<file path="src/hw/rtl/nsp_pkg.sv">
// Shared types and constants of the network information section parser.
package nsp_pkg;

  localparam logic [7:0] TAG_NAME = 8'h40;
  localparam logic [7:0] TAG_TERR = 8'h5A;
  localparam logic [7:0] TABLE_ID_RESET = 8'd64;
  localparam int unsigned POS_MAX = 4095;

  // register index of the accepted table id
  localparam logic REG_TABLE_ID = 1'b0;

  typedef enum logic {
    KIND_NAME    = 1'b0,
    KIND_SUMMARY = 1'b1
  } nsp_kind_e;

  typedef struct packed {
    nsp_kind_e   kind;
    logic [7:0]  name_char;
    logic        name_first;
    logic        table_matched;
    logic [15:0] network_ident;
    logic [2:0]  bandwidth;
    logic [1:0]  constellation;
    logic [2:0]  code_rate;
    logic [1:0]  guard;
    logic        delivery_found;
  } nsp_result_t;

endpackage

</file>
<file path="src/hw/rtl/nsp_cfg_regs.sv">
// APB register file holding the accepted table id.
module nsp_cfg_regs import nsp_pkg::*; (
  input  logic        clk_i,
  input  logic        rst_ni,
  input  logic        psel,
  input  logic        penable,
  input  logic        pwrite,
  input  logic [2:0]  paddr,
  input  logic [31:0] pwdata,
  output logic [31:0] prdata,
  output logic        pready,
  output logic [7:0]  table_id_o
);

  logic [7:0] table_id_q;
  logic       reg_sel;
  logic       wr_en;

  assign reg_sel = (paddr[2] == REG_TABLE_ID);
  assign wr_en   = psel && penable && pwrite && reg_sel;
  assign pready  = 1'b1;
  assign prdata  = reg_sel ? {24'd0, table_id_q} : 32'd0;
  assign table_id_o = table_id_q;

  always_ff @(posedge clk_i or negedge rst_ni) begin
    if (!rst_ni) begin
      table_id_q <= TABLE_ID_RESET;
    end else if (wr_en) begin
      table_id_q <= pwdata[7:0];
    end
  end

endmodule

</file>
<file path="src/hw/rtl/nsp_parser.sv">
// Section walker: parse state, latched fields and the result of one byte.
module nsp_parser import nsp_pkg::*; #(
  parameter int unsigned MAX_SECTION_BYTES = 1024
) (
  input  logic        clk_i,
  input  logic        rst_ni,
  input  logic        step_i,
  input  logic [7:0]  byte_i,
  input  logic        first_i,
  input  logic        last_i,
  input  logic [7:0]  table_id_i,
  output logic        res_valid_o,
  output nsp_result_t res_o
);

  localparam int unsigned POS_LIMIT =
      (MAX_SECTION_BYTES > POS_MAX) ? POS_MAX : MAX_SECTION_BYTES;

  typedef enum logic [2:0] {
    PH_HDR    = 3'd0,
    PH_NET    = 3'd1,
    PH_TSLEN  = 3'd2,
    PH_TSHDR  = 3'd3,
    PH_TSDESC = 3'd4,
    PH_DONE   = 3'd5,
    PH_WAIT   = 3'd6
  } phase_e;

  typedef struct packed {
    logic [7:0] pre;
    logic [7:0] off;
    logic [7:0] tag;
    logic [7:0] len;
  } walk_t;

  function automatic walk_t walk_desc(input logic [7:0] off, input logic [7:0] tag,
                                      input logic [7:0] len, input logic [7:0] b);
    walk_t w;
    logic  done;
    w.pre = off;
    w.tag = tag;
    w.len = len;
    w.off = off;
    done  = 1'b0;
    if (off == 8'd0) begin
      w.tag = b;
    end else if (off == 8'd1) begin
      w.len = b;
      done  = (b == 8'd0);
    end else begin
      w.len = len - 8'd1;
      done  = (w.len == 8'd0);
    end
    if (done) begin
      w.off = 8'd0;
    end else if (off < 8'd255) begin
      w.off = off + 8'd1;
    end
    return w;
  endfunction

  phase_e      phase_q, phase_d;
  logic [11:0] pos_q, pos_d;
  logic [11:0] net_rem_q, net_rem_d;
  logic [11:0] ts_rem_q, ts_rem_d;
  logic [11:0] desc_rem_q, desc_rem_d;
  logic [7:0]  tag_q, tag_d;
  logic [7:0]  len_q, len_d;
  logic [7:0]  off_q, off_d;
  logic [7:0]  held_q, held_d;
  logic [15:0] net_id_q, net_id_d;
  logic [2:0]  bw_q, bw_d;
  logic [1:0]  con_q, con_d;
  logic [2:0]  cr_q, cr_d;
  logic [1:0]  gi_q, gi_d;
  logic        tbl_ok_q, tbl_ok_d;
  logic        found_q, found_d;
  logic        emit, emit_first;
  walk_t       walk;

  always_comb begin
    phase_d    = phase_q;
    pos_d      = pos_q;
    net_rem_d  = net_rem_q;
    ts_rem_d   = ts_rem_q;
    desc_rem_d = desc_rem_q;
    tag_d      = tag_q;
    len_d      = len_q;
    off_d      = off_q;
    held_d     = held_q;
    net_id_d   = net_id_q;
    bw_d       = bw_q;
    con_d      = con_q;
    cr_d       = cr_q;
    gi_d       = gi_q;
    tbl_ok_d   = tbl_ok_q;
    found_d    = found_q;
    emit       = 1'b0;
    emit_first = 1'b0;
    walk       = '0;

    if (first_i) begin
      pos_d      = '0;
      phase_d    = PH_HDR;
      net_rem_d  = '0;
      ts_rem_d   = '0;
      desc_rem_d = '0;
      off_d      = '0;
      tbl_ok_d   = 1'b0;
      found_d    = 1'b0;
    end

    if (phase_d != PH_WAIT && pos_d < 12'(POS_LIMIT)) begin
      case (phase_d)
        PH_HDR: begin
          if (pos_d == 12'd0) begin
            tbl_ok_d = (byte_i == table_id_i);
          end else if (pos_d == 12'd3 || pos_d == 12'd8) begin
            held_d = byte_i;
          end else if (pos_d == 12'd4) begin
            net_id_d = {held_d, byte_i};
          end else if (pos_d == 12'd9) begin
            net_rem_d = {held_d[3:0], byte_i};
            off_d     = '0;
            if (!tbl_ok_d) begin
              phase_d = PH_DONE;
            end else begin
              phase_d = (net_rem_d != 12'd0) ? PH_NET : PH_TSLEN;
            end
          end
        end
        PH_NET: begin
          walk  = walk_desc(off_d, tag_d, len_d, byte_i);
          tag_d = walk.tag;
          len_d = walk.len;
          off_d = walk.off;
          if (walk.pre >= 8'd2 && tag_d == TAG_NAME) begin
            emit       = 1'b1;
            emit_first = (walk.pre == 8'd2);
          end
          net_rem_d = net_rem_d - 12'd1;
          if (net_rem_d == 12'd0) begin
            phase_d = PH_TSLEN;
            off_d   = '0;
          end
        end
        PH_TSLEN: begin
          if (off_d == 8'd0) begin
            held_d = byte_i;
            off_d  = 8'd1;
          end else begin
            ts_rem_d = {held_d[3:0], byte_i};
            off_d    = '0;
            phase_d  = (ts_rem_d != 12'd0) ? PH_TSHDR : PH_DONE;
          end
        end
        PH_TSHDR: begin
          if (off_d == 8'd4) begin
            held_d = byte_i;
          end else if (off_d == 8'd5) begin
            desc_rem_d = {held_d[3:0], byte_i};
          end
          off_d = off_d + 8'd1;
          if (off_d >= 8'd6) begin
            off_d   = '0;
            phase_d = (desc_rem_d != 12'd0) ? PH_TSDESC : PH_TSHDR;
          end
          ts_rem_d = ts_rem_d - 12'd1;
          if (ts_rem_d == 12'd0) begin
            phase_d = PH_DONE;
            off_d   = '0;
          end
        end
        PH_TSDESC: begin
          walk  = walk_desc(off_d, tag_d, len_d, byte_i);
          tag_d = walk.tag;
          len_d = walk.len;
          off_d = walk.off;
          if (tag_d == TAG_TERR) begin
            if (walk.pre == 8'd0) begin
              found_d = 1'b1;
            end else if (walk.pre == 8'd6) begin
              bw_d = byte_i[7:5];
            end else if (walk.pre == 8'd7) begin
              con_d = byte_i[7:6];
              cr_d  = byte_i[2:0];
            end else if (walk.pre == 8'd8) begin
              gi_d = byte_i[4:3];
            end
          end
          desc_rem_d = desc_rem_d - 12'd1;
          ts_rem_d   = ts_rem_d - 12'd1;
          if (desc_rem_d == 12'd0) begin
            off_d   = '0;
            phase_d = PH_TSHDR;
          end
          if (ts_rem_d == 12'd0) begin
            off_d   = '0;
            phase_d = PH_DONE;
          end
        end
        default: begin
        end
      endcase
      pos_d = pos_d + 12'd1;
    end

    // after the last word everything waits for the next start mark
    if (last_i) begin
      phase_d = PH_WAIT;
    end
  end

  always_ff @(posedge clk_i or negedge rst_ni) begin
    if (!rst_ni) begin
      phase_q    <= PH_HDR;
      pos_q      <= '0;
      net_rem_q  <= '0;
      ts_rem_q   <= '0;
      desc_rem_q <= '0;
      tag_q      <= '0;
      len_q      <= '0;
      off_q      <= '0;
      held_q     <= '0;
      net_id_q   <= '0;
      bw_q       <= '0;
      con_q      <= '0;
      cr_q       <= '0;
      gi_q       <= '0;
      tbl_ok_q   <= 1'b0;
      found_q    <= 1'b0;
    end else if (step_i) begin
      phase_q    <= phase_d;
      pos_q      <= pos_d;
      net_rem_q  <= net_rem_d;
      ts_rem_q   <= ts_rem_d;
      desc_rem_q <= desc_rem_d;
      tag_q      <= tag_d;
      len_q      <= len_d;
      off_q      <= off_d;
      held_q     <= held_d;
      net_id_q   <= net_id_d;
      bw_q       <= bw_d;
      con_q      <= con_d;
      cr_q       <= cr_d;
      gi_q       <= gi_d;
      tbl_ok_q   <= tbl_ok_d;
      found_q    <= found_d;
    end
  end

  assign res_valid_o = emit || last_i;

  always_comb begin
    res_o.kind           = last_i ? KIND_SUMMARY : KIND_NAME;
    res_o.name_char      = last_i ? 8'd0 : byte_i;
    res_o.name_first     = !last_i && emit_first;
    res_o.table_matched  = tbl_ok_d;
    res_o.network_ident  = net_id_d;
    res_o.bandwidth      = bw_d;
    res_o.constellation  = con_d;
    res_o.code_rate      = cr_d;
    res_o.guard          = gi_d;
    res_o.delivery_found = found_d;
  end

endmodule

</file>
<file path="src/hw/rtl/nit_section_parser_top.sv">
// Top level of the network information section parser.
//
//  channel   direction  handshake               payload
//  in        sink       in_valid_i/in_ready_o   section_byte, first/last_of_section
//  out       source     out_valid_o/out_ready_i result_kind .. delivery_found
//  cfg       APB slave  psel/penable/pready     accepted_table_id at address 0
//
// One word per cycle sustained while no held result stalls the input register. A word is
// taken into the input register; a single pass of walker logic feeds the result register.
// Reset clears the input and result valids, the parse state and the latched fields.
// A held result stalls the input register only when the next word also makes a result.
module nit_section_parser_top import nsp_pkg::*; #(
  parameter int unsigned MAX_SECTION_BYTES = 1024
) (
  input  logic        clk_i,
  input  logic        rst_ni,
  input  logic        in_valid_i,
  output logic        in_ready_o,
  input  logic [7:0]  section_byte_i,
  input  logic        first_of_section_i,
  input  logic        last_of_section_i,
  output logic        out_valid_o,
  input  logic        out_ready_i,
  output logic        result_kind_o,
  output logic [7:0]  name_char_o,
  output logic        name_first_o,
  output logic        table_matched_o,
  output logic [15:0] network_ident_o,
  output logic [2:0]  bandwidth_code_o,
  output logic [1:0]  constellation_code_o,
  output logic [2:0]  code_rate_code_o,
  output logic [1:0]  guard_code_o,
  output logic        delivery_found_o,
  input  logic        psel,
  input  logic        penable,
  input  logic        pwrite,
  input  logic [2:0]  paddr,
  input  logic [31:0] pwdata,
  output logic [31:0] prdata,
  output logic        pready
);

  logic        in_valid_q;
  logic [7:0]  byte_q;
  logic        first_q;
  logic        last_q;
  logic        out_valid_q;
  nsp_result_t out_q;
  nsp_result_t res;
  logic        res_valid;
  logic        has_res;
  logic        advance;
  logic        load_out;
  logic [7:0]  table_id;

  nsp_cfg_regs u_cfg (
    .clk_i      (clk_i),
    .rst_ni     (rst_ni),
    .psel       (psel),
    .penable    (penable),
    .pwrite     (pwrite),
    .paddr      (paddr),
    .pwdata     (pwdata),
    .prdata     (prdata),
    .pready     (pready),
    .table_id_o (table_id)
  );

  nsp_parser #(
    .MAX_SECTION_BYTES (MAX_SECTION_BYTES)
  ) u_parser (
    .clk_i       (clk_i),
    .rst_ni      (rst_ni),
    .step_i      (advance),
    .byte_i      (byte_q),
    .first_i     (first_q),
    .last_i      (last_q),
    .table_id_i  (table_id),
    .res_valid_o (res_valid),
    .res_o       (res)
  );

  assign has_res    = in_valid_q && res_valid;
  assign advance    = in_valid_q && (!has_res || !out_valid_q || out_ready_i);
  assign load_out   = advance && has_res;
  assign in_ready_o = !in_valid_q || advance;

  always_ff @(posedge clk_i or negedge rst_ni) begin
    if (!rst_ni) begin
      in_valid_q  <= 1'b0;
      out_valid_q <= 1'b0;
    end else begin
      if (in_ready_o) begin
        in_valid_q <= in_valid_i;
      end
      if (load_out) begin
        out_valid_q <= 1'b1;
      end else if (out_ready_i) begin
        out_valid_q <= 1'b0;
      end
    end
  end

  always_ff @(posedge clk_i) begin
    if (in_valid_i && in_ready_o) begin
      byte_q  <= section_byte_i;
      first_q <= first_of_section_i;
      last_q  <= last_of_section_i;
    end
    if (load_out) begin
      out_q <= res;
    end
  end

  assign out_valid_o          = out_valid_q;
  assign result_kind_o        = out_q.kind;
  assign name_char_o          = out_q.name_char;
  assign name_first_o         = out_q.name_first;
  assign table_matched_o      = out_q.table_matched;
  assign network_ident_o      = out_q.network_ident;
  assign bandwidth_code_o     = out_q.bandwidth;
  assign constellation_code_o = out_q.constellation;
  assign code_rate_code_o     = out_q.code_rate;
  assign guard_code_o         = out_q.guard;
  assign delivery_found_o     = out_q.delivery_found;

  // a summary never carries a name character
  a_summary_clean: assert property (@(posedge clk_i) disable iff (!rst_ni)
    out_valid_q && out_q.kind == KIND_SUMMARY |-> out_q.name_char == 8'd0 && !out_q.name_first)
    else $error("summary word carries name data");

  // a held result is not overwritten
  a_out_held: assert property (@(posedge clk_i) disable iff (!rst_ni)
    out_valid_q && !out_ready_i |=> out_valid_q && $stable(out_q))
    else $error("pending result lost or changed");

  // an accepted word always lands in the input register
  a_in_capture: assert property (@(posedge clk_i) disable iff (!rst_ni)
    in_valid_i && in_ready_o |=> in_valid_q)
    else $error("accepted word not captured");

  // an empty input register never back-pressures
  a_in_free: assert property (@(posedge clk_i) disable iff (!rst_ni)
    !in_valid_q |-> in_ready_o)
    else $error("input stalled while empty");

endmodule

</file>
<file path="config.mk">
export PLATFORM = sky130hd
export DESIGN_NAME = nit_section_parser_top
export DESIGN_NICKNAME = d
export VERILOG_FILES = /design/src/hw/rtl/nsp_pkg.sv /design/src/hw/rtl/nsp_cfg_regs.sv /design/src/hw/rtl/nsp_parser.sv /design/src/hw/rtl/nit_section_parser_top.sv
export SDC_FILE = /design/constraint.sdc
export NUM_CORES = 1
export LEC_CHECK = 0
export BUFFER_PORTS_ARGS = -buffer_cell sky130_fd_sc_hd__buf_4
export CORE_ASPECT_RATIO = 2
export CORE_MARGIN = 2
export CORE_UTILIZATION = 49
export CTS_CLUSTER_DIAMETER = 40
export DETAILED_ROUTE_END_ITERATION = 8
export GPL_TIMING_DRIVEN = 0
export PLACE_DENSITY = 0.65
export SKIP_CTS_REPAIR_TIMING = 1
export SYNTH_ARGS = -nofsm -noshare
export SYNTH_HDL_FRONTEND = slang
export SYNTH_SLANG_ARGS = --single-unit
</file>
<file path="constraint.sdc">
create_clock -name clk_i -period 4.4 [get_ports clk_i]
set_input_delay 0.44 -clock clk_i [delete_from_list [all_inputs] [get_ports clk_i]]
set_output_delay 0.44 -clock clk_i [all_outputs]
set_load 0.01 [all_outputs]
</file>
==> impl_results.md <==
* Outcome: finished, final reports clean
* Net Sw Power at 1.75 mW
* Post-DP HPWL at 22900 um
* Worst-margin pin slew at 1130 ps
* DRT iter0 DRCs at 530
* Sum Neg Setup Slack at 0 ps
* First-pass detailed-route iteration total at 5
* Final setup margin at 167 ps
* First-pass GRT wire length at 48900 um
* RSZ-0062 raised after global routing: false
* Die span in y at 205 um
* Mapped cell area at 9930 um^2
* Worst path required time at 4750 ps
* Die width at 105 um
* Max Freq at 236 MHz
* CP startpoint kind: flop
* Routability Congestion at 0.956
* Ys flop type: dfrtp_1
* Placed Area at 11000 um^2
* Clk_skew at 14.9 ps
* Register area share after synthesis at 0.450
* Design area at 11600 um^2
* Leakage at 4.95 nW
* Peak supply drop at 0.000279 V
* Initial Util at 0.499
* Post-synth ARST share at 0.716
* I/O Pins at 125
* Critical Path Sink Type: flop
* Setup WS pre-CTS at -813 ps
* Post-synthesis register bit count at 169
* Tcrit/Tclk final at 0.962
* Final Slew Violations at 0
* Global route overflow at 0
* Cell internal pwr at 3.26 mW
* Reg2Reg Depth at 16
* Reg area at 4470 um^2
* Hold WS at 158 ps
* Core area at 19900 um^2
* Number of port buffers at 73
* Hold Crit Depth at 1
* Post-synth EDFFs at 48
* CTS tree: yes
* Std cell rows at 73
* H-tree Lvls at 4
* Multi-input logic area at 4990 um^2
* Share of layout cells above drive strength 1 at 0.198
* Final wirelength at 31500 um
* Filler cell count at 1896
* Post-Syn Instances at 1068
* Layout net count at 1249
* MaxCap Viol Count at 0
* Clk slew on worst S/H paths at 70 ps
* Area growth syn-to-layout at 16.6%
* Antenna-violating nets left at 0
* Power Dens Cells at 433 nW/um^2
* Largest net degree at the start of global routing at 89
* Routed vias at 8709
* Relative max-transition margin at 0.246
* Initial antenna violation count at 0
* Fin crit period at 4230 ps
* Hold Path Class: input port to flop
* Yosys warning total at 0
* Distinct cell type count after synthesis at 81
* Vias per cell at 5.96
* Die footprint at 21500 um^2
* CP arrival at 4590 ps
* Sink Count at 169
* Reg power frac at 0.413
* Fin. Hold Viols at 0
* Clock tree buffer depth at 2
* Avg Synthesized Cell Area at 9.30 um^2
* Clk pwr share at 0.307
* Crit Path Class: flop to flop
* Routed len/inst at 21.6 um
* N_diodes at 0
* Clk Latency, worst-skew pair at 460 ps
* CTS root buffer: clkbuf_16
* CTS Buf Count at 17
* Sw frac at 0.350
* Residual DRC at 0
* Crit Path Max Fanout at 10
* Gate power share at 0.279
* Overall Global Routing Usage at 0.304
* Vias in the first global route at 8956
* Setup violations, final at 0
## flip-flops by register name, summed over array words and instances, names as in the netlist, 8 cells and up
name and flops:
u_parser.desc_rem_q 12, u_parser.net_id_q 16, u_parser.net_rem_q 12, u_parser.pos_q 12
u_parser.len_q 8, u_parser.off_q 8, u_parser.held_q 8, u_cfg.table_id_o 8
network_ident_o 16, u_parser.ts_rem_q 12, name_char_o 8, u_parser.tag_q 8
byte_q 8
## cell type report
| class | count | share of cell area |
|---|---|---|
| buffer | 90 | 0.0448 |
| clock inverter | 13 | 0.0135 |
| multi-input combinational | 812 | 0.431 |
| timing repair buffer | 76 | 0.0526 |
| inverter | 20 | 0.00648 |
| sequential | 169 | 0.386 |
| clock buffer | 19 | 0.0374 |
| tap | 262 | 0.0283 |
## final timing paths
path / slack [ps] / start / to
setup / recovery: 170 / first_q / u_parser.off_q[3]
hold / removal: 160 / last_of_section_i / last_q
setup reg to reg: 170 / first_q / u_parser.off_q[3]
hold reg to reg: 470 / u_parser.net_id_q[1] / u_parser.net_id_q[1]
max in group asynchronous: 3150 / rst_ni / u_cfg.table_id_o[6]
min in group asynchronous: 460 / rst_ni / u_parser.len_q[2]
## power by group through the flow
stage / clock (mW) / sequential [mW] / combinational [mW]
3_3_place_gp: 0 / 2.09 / 1.35
4_1_cts: 1.57 / 2.07 / 1.38
6_report: 1.54 / 2.07 / 1.40
3_5_place_dp: 0 / 2.10 / 1.37
2_1_floorplan: 0 / 2.01 / 0.969
5_1_grt: 1.61 / 2.09 / 1.54
## per-stage QoR
step	util	power (mW)	instances
2_1_floorplan	-	2.98	1091
3_3_place_gp	0.547	3.44	1426
3_5_place_dp	0.550	3.47	1428
4_1_cts	0.580	5.02	1460
5_1_grt	0.582	5.24	1461
6_report	0.582	5.02	1461
## layout by cell type (no fill, tap or decap), types with 13 or more instances in the layout
master / instances
clkbuf_1: 43
or3_1: 14
a22o_1: 13
xnor2_1: 16
nand3_1: 17
clkbuf_16: 17
nor2b_1: 27
nand2_1: 149
xor2_1: 14
buf_4: 99
o21ai_0: 83
inv_1: 20
edfxtp_1: 48
dfrtp_1: 120
nor2_1: 80
conb_1: 25
nor3_1: 39
mux2_2: 54
a21oi_1: 64
## per-layer routing
| metal | wire [um] | global-route usage | part of all wire |
|---|---|---|---|
| met3 | 1560 | 0.0507 | 0.049 |
| met2 | 16500 | 0.549 | 0.52 |
| met5 | 0 | 0 | 0 |
| met1 | 11200 | 0.312 | 0.36 |
| met4 | 2210 | 0.224 | 0.070 |
## critical path, stage by stage, from the launching register on
cell	delay (ps)
edfxtp_1	440
buf_4	260
inv_1	80
clkbuf_8	180
clkbuf_2	280
buf_2	310
nand2_1	130
ha_1	160
buf_6	130
or2b_2	320
or3_4	380
o41ai_4	270
nor2_2	80
and4_4	180
o31a_4	400
or2_4	280
o31ai_2	250
## cells by family after synthesis
family | synth area share
multiplexers | 0.0693
XOR/XNOR | 0.0265
AO/OA/AOI/OAI | 0.169
adder cells (fa/ha/maj) | 0.0139
other | 0.000756
buffers and inverters | 0.0583
flip-flops | 0.450
AND/OR/NAND/NOR | 0.212
## synthesized netlist by cell type (11+ instances only)
| library cell | n | share of area |
|---|---|---|
| a22o_1 | 13 | 0.011 |
| nor3_1 | 39 | 0.020 |
| dfrtp_1 | 120 | 0.30 |
| o22ai_1 | 11 | 0.0069 |
| or3_1 | 14 | 0.0088 |
| nor4_1 | 12 | 0.0076 |
| mux2_2 | 54 | 0.061 |
| a31oi_1 | 11 | 0.0069 |
| nand2_1 | 150 | 0.057 |
| xor2_1 | 14 | 0.012 |
| nand3_1 | 17 | 0.0086 |
| nor2_1 | 80 | 0.030 |
| nand2b_1 | 12 | 0.0076 |
| ha_1 | 11 | 0.014 |
| xnor2_1 | 16 | 0.014 |
| a21oi_1 | 64 | 0.032 |
| a22oi_1 | 11 | 0.0083 |
| buf_4 | 26 | 0.020 |
| o21ai_0 | 83 | 0.042 |
| clkbuf_1 | 47 | 0.018 |
| inv_1 | 20 | 0.0076 |
| edfxtp_1 | 48 | 0.15 |
| nor2b_1 | 28 | 0.018 |
(Power assumes the default switching activity.)
